[config.mk]
export PLATFORM = sky130hd
export DESIGN_NAME = gofv_finish
export DESIGN_NICKNAME = d
export VERILOG_FILES = /design/src/hdl/gofv_pkg.sv /design/src/hdl/gofv_finish.sv
export SDC_FILE = /design/constraint.sdc
export NUM_CORES = 1
export LEC_CHECK = 0
export BUFFER_PORTS_ARGS = -buffer_cell sky130_fd_sc_hd__buf_2
export CAP_MARGIN = 20
export CORE_ASPECT_RATIO = 0.7
export CORE_UTILIZATION = 50
export CTS_BUF_LIST = sky130_fd_sc_hd__clkbuf_4 sky130_fd_sc_hd__clkbuf_8 sky130_fd_sc_hd__clkbuf_16
export CTS_CLUSTER_DIAMETER = 100
export CTS_CLUSTER_SIZE = 28
export DETAILED_ROUTE_END_ITERATION = 10
export PLACE_DENSITY = 0.74
export SETUP_SLACK_MARGIN = 0.5
export SYNTH_ARGS = -nofsm -noshare
export SYNTH_HDL_FRONTEND = slang
export SYNTH_SLANG_ARGS = --single-unit
[constraint.sdc]
create_clock -name clk_i -period 0.8 [get_ports clk_i]
set_clock_uncertainty 0.2 [all_clocks]
set_input_delay 0.12 -clock clk_i [delete_from_list [all_inputs] [get_ports clk_i]]
set_output_delay 0.12 -clock clk_i [all_outputs]
set_load 0.01 [all_outputs]
[src/hdl/gofv_pkg.sv]
package gofv_pkg;

  localparam int unsigned NumPoints = 8;
  localparam int unsigned Q14Shift  = 14;
  localparam int unsigned Q14Half   = 8192;

  localparam logic [1:0] SubFirst  = 2'd0;
  localparam logic [1:0] SubSecond = 2'd1;
  localparam logic [1:0] SubCenter = 2'd2;

  localparam logic [2:0] LastTri = 3'(NumPoints - 1);

  typedef struct packed {
    logic [30:0]        half_width;
    logic [30:0]        half_height;
    logic [30:0]        cut_x;
    logic [30:0]        cut_y;
    logic signed [31:0] center_x;
    logic signed [31:0] center_y;
    logic signed [15:0] cosine;
    logic signed [15:0] sine;
    logic               rotate_enable;
    logic [31:0]        rgba;
  } item_t;

  typedef struct packed {
    logic signed [31:0] vertex_x;
    logic signed [31:0] vertex_y;
    logic [31:0]        vertex_rgba;
    logic               last;
  } vertex_t;

  typedef struct packed {
    logic signed [47:0] xc;
    logic signed [47:0] ys;
    logic signed [47:0] xs;
    logic signed [47:0] yc;
    logic signed [31:0] px;
    logic signed [31:0] py;
    logic signed [31:0] cx;
    logic signed [31:0] cy;
    logic               rot;
    logic               center;
    logic               last;
    logic [31:0]        rgba;
  } stage_t;

endpackage

[src/hdl/gofv_finish.sv]
module gofv_finish (
  input  logic              clk_i,
  input  logic              rst_ni,
  input  gofv_pkg::stage_t  stage_i,
  input  logic              stage_valid_i,
  output gofv_pkg::vertex_t vertex_o,
  output logic              vertex_valid_o
);
  import gofv_pkg::*;

  function automatic logic signed [31:0] sat32(input logic signed [35:0] v);
    logic signed [35:0] hi, lo;
    hi = 36'sh07FFFFFFF;
    lo = -36'sh080000000;
    if (v > hi) begin
      sat32 = 32'sh7FFFFFFF;
    end else if (v < lo) begin
      sat32 = 32'sh80000000;
    end else begin
      sat32 = v[31:0];
    end
  endfunction

  logic signed [48:0] sum_x, sum_y;
  logic signed [34:0] rnd_x, rnd_y;
  logic signed [35:0] off_x, off_y;
  vertex_t            vertex_d, vertex_q;
  logic               valid_q;

  assign sum_x = 49'(stage_i.xc) - 49'(stage_i.ys) + 49'(Q14Half);
  assign sum_y = 49'(stage_i.xs) + 49'(stage_i.yc) + 49'(Q14Half);
  assign rnd_x = sum_x[48:Q14Shift];
  assign rnd_y = sum_y[48:Q14Shift];

  always_comb begin
    if (stage_i.rot) begin
      off_x = 36'(rnd_x) + 36'(stage_i.cx);
      off_y = 36'(rnd_y) + 36'(stage_i.cy);
    end else begin
      off_x = 36'(stage_i.px) + 36'(stage_i.cx);
      off_y = 36'(stage_i.py) + 36'(stage_i.cy);
    end
    if (stage_i.center) begin
      vertex_d.vertex_x    = stage_i.cx;
      vertex_d.vertex_y    = stage_i.cy;
      vertex_d.vertex_rgba = stage_i.rgba;
    end else begin
      vertex_d.vertex_x    = sat32(off_x);
      vertex_d.vertex_y    = sat32(off_y);
      vertex_d.vertex_rgba = {stage_i.rgba[31:8], 8'h00};
    end
    vertex_d.last = stage_i.last;
  end

  always_ff @(posedge clk_i or negedge rst_ni) begin
    if (!rst_ni) begin
      valid_q <= 1'b0;
    end else begin
      valid_q <= stage_valid_i;
    end
  end

  always_ff @(posedge clk_i) begin
    vertex_q <= vertex_d;
  end

  assign vertex_o       = vertex_q;
  assign vertex_valid_o = valid_q;

endmodule

Yosys cells after proc, flatten, opt, wreduce, memory -nomap -nowiden --
Index checks and enable logic that the tools add are counted.
Storage, ports and cells: register bits after elaboration 98, word-level logic and storage cells 25
Operators by class: add/sub/neg operators 8, $lt $le $gt $ge 4, multiplexer cells 7
Operator list (count):
- $mux 32 | 4
- $add 49x14->49 const B | 2
- $mux 96 | 1
- $add 35x32->36 | 2
- $gt 36x32->1 const B | 2
- $lt 36x32->1 const B | 2
- $mux 36 | 2
- $add 32x32->33 | 2
- $add 48x48->49 | 1
- $sub 48x48->49 | 1

Depth between registers and ports, before layout --
depth after elaboration 8, depth in mapped cells 26

Worst setup path after synthesis --
No wires, ideal clock.
path kind in2reg, from in stage_i[188] (netlist bit), to reg vertex_q (netlist bit vertex_o[58]), arrival time 5.076 ns, slack -4.564 ns, stages on the path 23, buffers on the path 1, cell sequence ha_1 > ha_1 > a2111oi_2 > o21ai_1 > o21ai_1 > or3b_1 > o32ai_4 > and2_1 > o31ai_1 > a21oi_1 > o21bai_1 > xor2_1 > ha_1 > and3_1 > nand4_1 > or3b_1 > o221a_2 > o21ai_1 > xnor2_1 > nand2_1 > o31a_2 > buf_6 > o32ai_2
RTL lines:
- from (decl) | RTL line gofv_finish.sv:4 | input gofv_pkg::stage_t stage_i,
- to (signal assigned) | RTL line gofv_finish.sv:64 | vertex_q <= vertex_d;
- to (decl) | RTL line gofv_finish.sv:27 | vertex_t vertex_d, vertex_q;

==> flow_summary.html <==
<table>
<tr><th>Metric</th><th>Value</th></tr>
<tr><th colspan="2">Routing</th></tr>
<tr><td>Antenna viol nets, final</td><td>0</td></tr>
<tr><td>First DRT Iteration DRCs</td><td>2453</td></tr>
<tr><td>Remaining DRCs</td><td>0</td></tr>
<tr><td>Number of iterations in the first detailed-routing pass</td><td>6</td></tr>
<tr><td>Routed wirelength normalized by instance count</td><td>22.08 um</td></tr>
<tr><td>Via count normalized by instance count</td><td>6.253</td></tr>
<tr><td>Total via count after detailed routing</td><td>22800</td></tr>
<tr><td>Total detailed-routing wirelength</td><td>80510 um</td></tr>
<tr><th colspan="2">Synthesis</th></tr>
<tr><td>Fraction of post-synthesis cell area in the top cell type by area</td><td>24.78%</td></tr>
<tr><td>Leading cell types by total area after synthesis</td><td>ha_1 (25%), dfxtp_1 (12%), a21oi_1 (6.5%)</td></tr>
<tr><td>Area of the mapped netlist</td><td>16260 um^2</td></tr>
<tr><td>Ys flop type</td><td>dfxtp_1</td></tr>
<tr><td>Synth cell count leaders</td><td>ha_1 (322), a21oi_1 (212), o21ai_0 (139), nand2_1 (129), nor2_1 (129)</td></tr>
<tr><td>Dominant cell type by area after synthesis</td><td>ha_1</td></tr>
<tr><td>Count of different cell masters after synthesis</td><td>100</td></tr>
<tr><td>Flop and latch count out of synthesis</td><td>98</td></tr>
<tr><td>Share of synthesized area occupied by flip-flops and latches</td><td>12.10%</td></tr>
<tr><td>Number of instances in the synthesized netlist</td><td>2065</td></tr>
<tr><td>Post-synth EDFFs</td><td>0</td></tr>
<tr><td>Mean cell area of the mapped netlist</td><td>7.874 um^2</td></tr>
<tr><td>Fraction of registers with async set/reset</td><td>1.020%</td></tr>
<tr><td>Total nets after synthesis</td><td>2749</td></tr>
<tr><td>Most frequent cell after synthesis</td><td>ha_1</td></tr>
<tr><td>Total number of yosys warnings</td><td>0</td></tr>
<tr><th colspan="2">Floorplanning</th></tr>
<tr><td>Num ports</td><td>456</td></tr>
<tr><td>Starting density of the core</td><td>51.53%</td></tr>
<tr><td>Number of rows created at floorplan</td><td>54</td></tr>
<tr><td>Floorplan die width</td><td>217.5 um</td></tr>
<tr><td>Total Die Area</td><td>33260 um^2</td></tr>
<tr><td>Placeable core area</td><td>31550 um^2</td></tr>
<tr><td>Chip height</td><td>152.9 um</td></tr>
<tr><th colspan="2">Worst setup path</th></tr>
<tr><td>Critical Path RT</td><td>0.84 ns</td></tr>
<tr><td>Kind of end point of the critical path</td><td>register</td></tr>
<tr><td>Critical Path Start</td><td>stage_i[174]</td></tr>
<tr><td>Maximum fanout along the worst path</td><td>8</td></tr>
<tr><td>Startpoint class of the critical path</td><td>input pin</td></tr>
<tr><td>Worst Setup Path Type</td><td>input pin to register</td></tr>
<tr><td>Data arrival time of the worst path</td><td>5.55 ns</td></tr>
<tr><th colspan="2">CTS</th></tr>
<tr><td>Clock sink count</td><td>98</td></tr>
<tr><td>CTS tree</td><td>done</td></tr>
<tr><td>Clock root buffer</td><td>clkbuf_16</td></tr>
<tr><td>Clock input transition at the sequential cells of the worst setup and hold paths</td><td>0.08 ns</td></tr>
<tr><td>Max clock buf depth</td><td>2</td></tr>
<tr><td>Level count of the clock H-tree</td><td>3</td></tr>
<tr><td>Total CTS buffers</td><td>9</td></tr>
<tr><th colspan="2">GRT</th></tr>
<tr><td>Wire length of the first global-routing pass</td><td>111500 um</td></tr>
<tr><td>Largest net degree at the start of global routing</td><td>61</td></tr>
<tr><td>Final global-route overflow total</td><td>0</td></tr>
<tr><td>Overall global routing resource usage</td><td>41.83%</td></tr>
<tr><td>Via count of the first global-routing pass</td><td>21970</td></tr>
<tr><td>Number of antenna violations at the first check in global routing</td><td>10</td></tr>
<tr><th colspan="2">Timing</th></tr>
<tr><td>Setup violations, final</td><td>162</td></tr>
<tr><td>Max Slew Vio Count</td><td>0</td></tr>
<tr><td>Setup repair after global routing missed its margin</td><td>yes</td></tr>
<tr><td>Worst setup slack after layout</td><td>-4.710 ns</td></tr>
<tr><td>Final hold slack</td><td>-0.7114 ns</td></tr>
<tr><td>Upper clock frequency limit</td><td>181.5 MHz</td></tr>
<tr><td>Final critical path time including I/O delays and setup</td><td>5.510 ns</td></tr>
<tr><td>Rel. slew slack</td><td>40.95%</td></tr>
<tr><td>Share of the clock period used by the worst path</td><td>688.8%</td></tr>
<tr><td>Fin. Hold Viols</td><td>58</td></tr>
<tr><td>Post-route setup TNS</td><td>-331.88 ns</td></tr>
<tr><td>Least-Margin Pin Slew</td><td>0.8777 ns</td></tr>
<tr><th colspan="2">Outcome</th></tr>
<tr><td>Violations in the final reports</td><td>hold timing, setup timing</td></tr>
<tr><td>Result of the run</td><td>finished, violations left</td></tr>
<tr><th colspan="2">Pwr</th></tr>
<tr><td>IR Drop Worst-Case VDD</td><td>1.523 mV</td></tr>
<tr><td>Areal power density over the cells</td><td>1959 nW/um^2</td></tr>
<tr><td>Leakage</td><td>13.91 nW</td></tr>
<tr><td>Total Power Consumption</td><td>0.05418 W</td></tr>
<tr><th colspan="2">Cells and area</th></tr>
<tr><td>Final Instance Area</td><td>27650 um^2</td></tr>
<tr><td>Area growth from synthesis to final layout</td><td>70.05%</td></tr>
<tr><td>Cell Count, Final, Fillers Out</td><td>3646</td></tr>
<tr><td>Final core utilization</td><td>87.64%</td></tr>
<tr><td>Final #Nets</td><td>3895</td></tr>
<tr><td>Layout cells sized above 1</td><td>50.00%</td></tr>
<tr><th colspan="2">Placed design</th></tr>
<tr><td>Placed cell areas</td><td>24220 um^2</td></tr>
<tr><td>Count of input and output buffers</td><td>455</td></tr>
<tr><td>HPWL after detailed placement</td><td>53950 um</td></tr>
<tr><td>Routability Congestion</td><td>1.015</td></tr>
<tr><td>Inst Count DP</td><td>3537</td></tr>
<tr><th colspan="2">Min path</th></tr>
<tr><td>Hold WC Path Type</td><td>input pin to async pin</td></tr>
<tr><th colspan="2">Run</th></tr>
<tr><td>Total of max-cap violations</td><td>0</td></tr>
</table>
[layer usage]
metal | wire length, um | part of all wire (%) | global-route usage, % | up-vias
met1 | 29850 | 37 | 49.98 | 10670
met2 | 36930 | 46 | 70.08 | 1589
met5 | 27 | 0.034 | 0 | -
met3 | 8573 | 11 | 11.02 | 472
li1 | - | - | - | 10070
met4 | 5130 | 6.4 | 18.44 | 4
[where the power goes]
group / total, W / switching (W) / internal (W) / leakage (nW)
Clock: 0.00459 / 0.00240 / 0.00219 / 0.135
Sequential: 0.00724 / 0.000910 / 0.00633 / 0.822
Combinational: 0.0423 / 0.0208 / 0.0215 / 13.0
[flip-flops by register name, indices dropped and copies added (netlist names)]
signal / count
vertex_o: 97
vertex_valid_o: 1
[cell type report]
cell class | count | area (um^2)
multi-input cells | 1789 | 15160
repair buffers | 1202 | 9138
fillers | 1618 | 3901
flip-flops and latches | 98 | 2087
well taps | 420 | 525.5
inverters | 111 | 429.2
clock buffers | 10 | 232.7
clock inverters | 6 | 52.55
diodes | 10 | 25.02
[critical path: stages]
cell and delay [ns]:
buf_2 0.12, ha_4 0.24, ha_4 0.25, a21o_1 0.19
a21oi_2 0.19, o31ai_2 0.10, a221o_1 0.41, o31ai_1 0.22
a21bo_2 0.19, a21oi_2 0.07, or3_1 0.31, a31oi_1 0.20
xnor2_1 0.10, ha_1 0.34, nand2_2 0.09, nor4_2 0.14
buf_4 0.17, or3b_1 0.36, o221a_4 0.26, xor2_1 0.18
nor2_1 0.09, or3_1 0.35, and4bb_4 0.45, buf_12 0.13
buf_16 0.15, o32ai_4 0.09
[layout by cell type (no fill, tap or decap), drive strengths merged, types with 8 or more instances in the layout]
master / synthesis / final
and2: 18 / 18
o22ai: 28 / 28
o21ai: 181 / 181
a211oi: 36 / 36
xnor2: 98 / 98
xor2: 68 / 68
and3: 29 / 29
o21bai: 36 / 36
clkbuf: 40 / 11
ha: 322 / 322
o32ai: 11 / 11
o31ai: 18 / 18
a2111oi: 8 / 8
a21o: 96 / 96
nand4: 24 / 24
dfxtp: 97 / 97
o211ai: 19 / 19
a21oi: 218 / 218
nor3: 26 / 26
buf: 27 / 1201
nor4: 8 / 8
a221oi: 10 / 10
nor2b: 19 / 19
a31oi: 24 / 24
o21a: 24 / 24
nand3: 41 / 41
diode: 0 / 10
nand2b: 17 / 17
nor2: 129 / 129
mux2i: 19 / 19
nand2: 129 / 129
a211o: 10 / 10
or3: 11 / 11
o221ai: 13 / 13
inv: 109 / 112
[through the flow]
step,setup slack (ns),hold slack (ns)
floorplan,-4.407,-0.3756
global route,-4.853,-0.7226
CTS,-4.336,-0.7272
detailed placement,-5.029,-0.3036
finish,-4.710,-0.7114
global placement,-4.844,-0.3043
[final timing paths]
check                      cells after the start        endpoint  slack (ns)
worst min-delay path                           1  vertex_valid_o       -0.71
worst max-delay path                          26    vertex_o[62]       -4.71
min in group clk_i                             1    vertex_o[21]       -0.37
max in group asynchronous                      1  vertex_valid_o        1.03
[what timing repair did]
action                                  CTS  global route
endpoints found under the hold margin    78            60
cloned                                   10             1
setup buffers                            43            29
pin swaps                                68            98
endpoints found under the setup margin  170           170
resized for setup                       249           144
[cells by family (layout without fill, tap and decap cells)]
group / after synthesis / in the layout / share of synthesized area, %
xor+xnor: 166 / 166 / 8.941
other cells: 0 / 10 / 0
mux: 23 / 23 / 1.447
buf+inv: 178 / 1329 / 4.601
flops: 98 / 98 / 12.10
fa+ha+maj: 326 / 326 / 25.27
simple gates: 480 / 480 / 14.40
compound gates: 794 / 794 / 33.25
(Power assumes the default switching activity.)
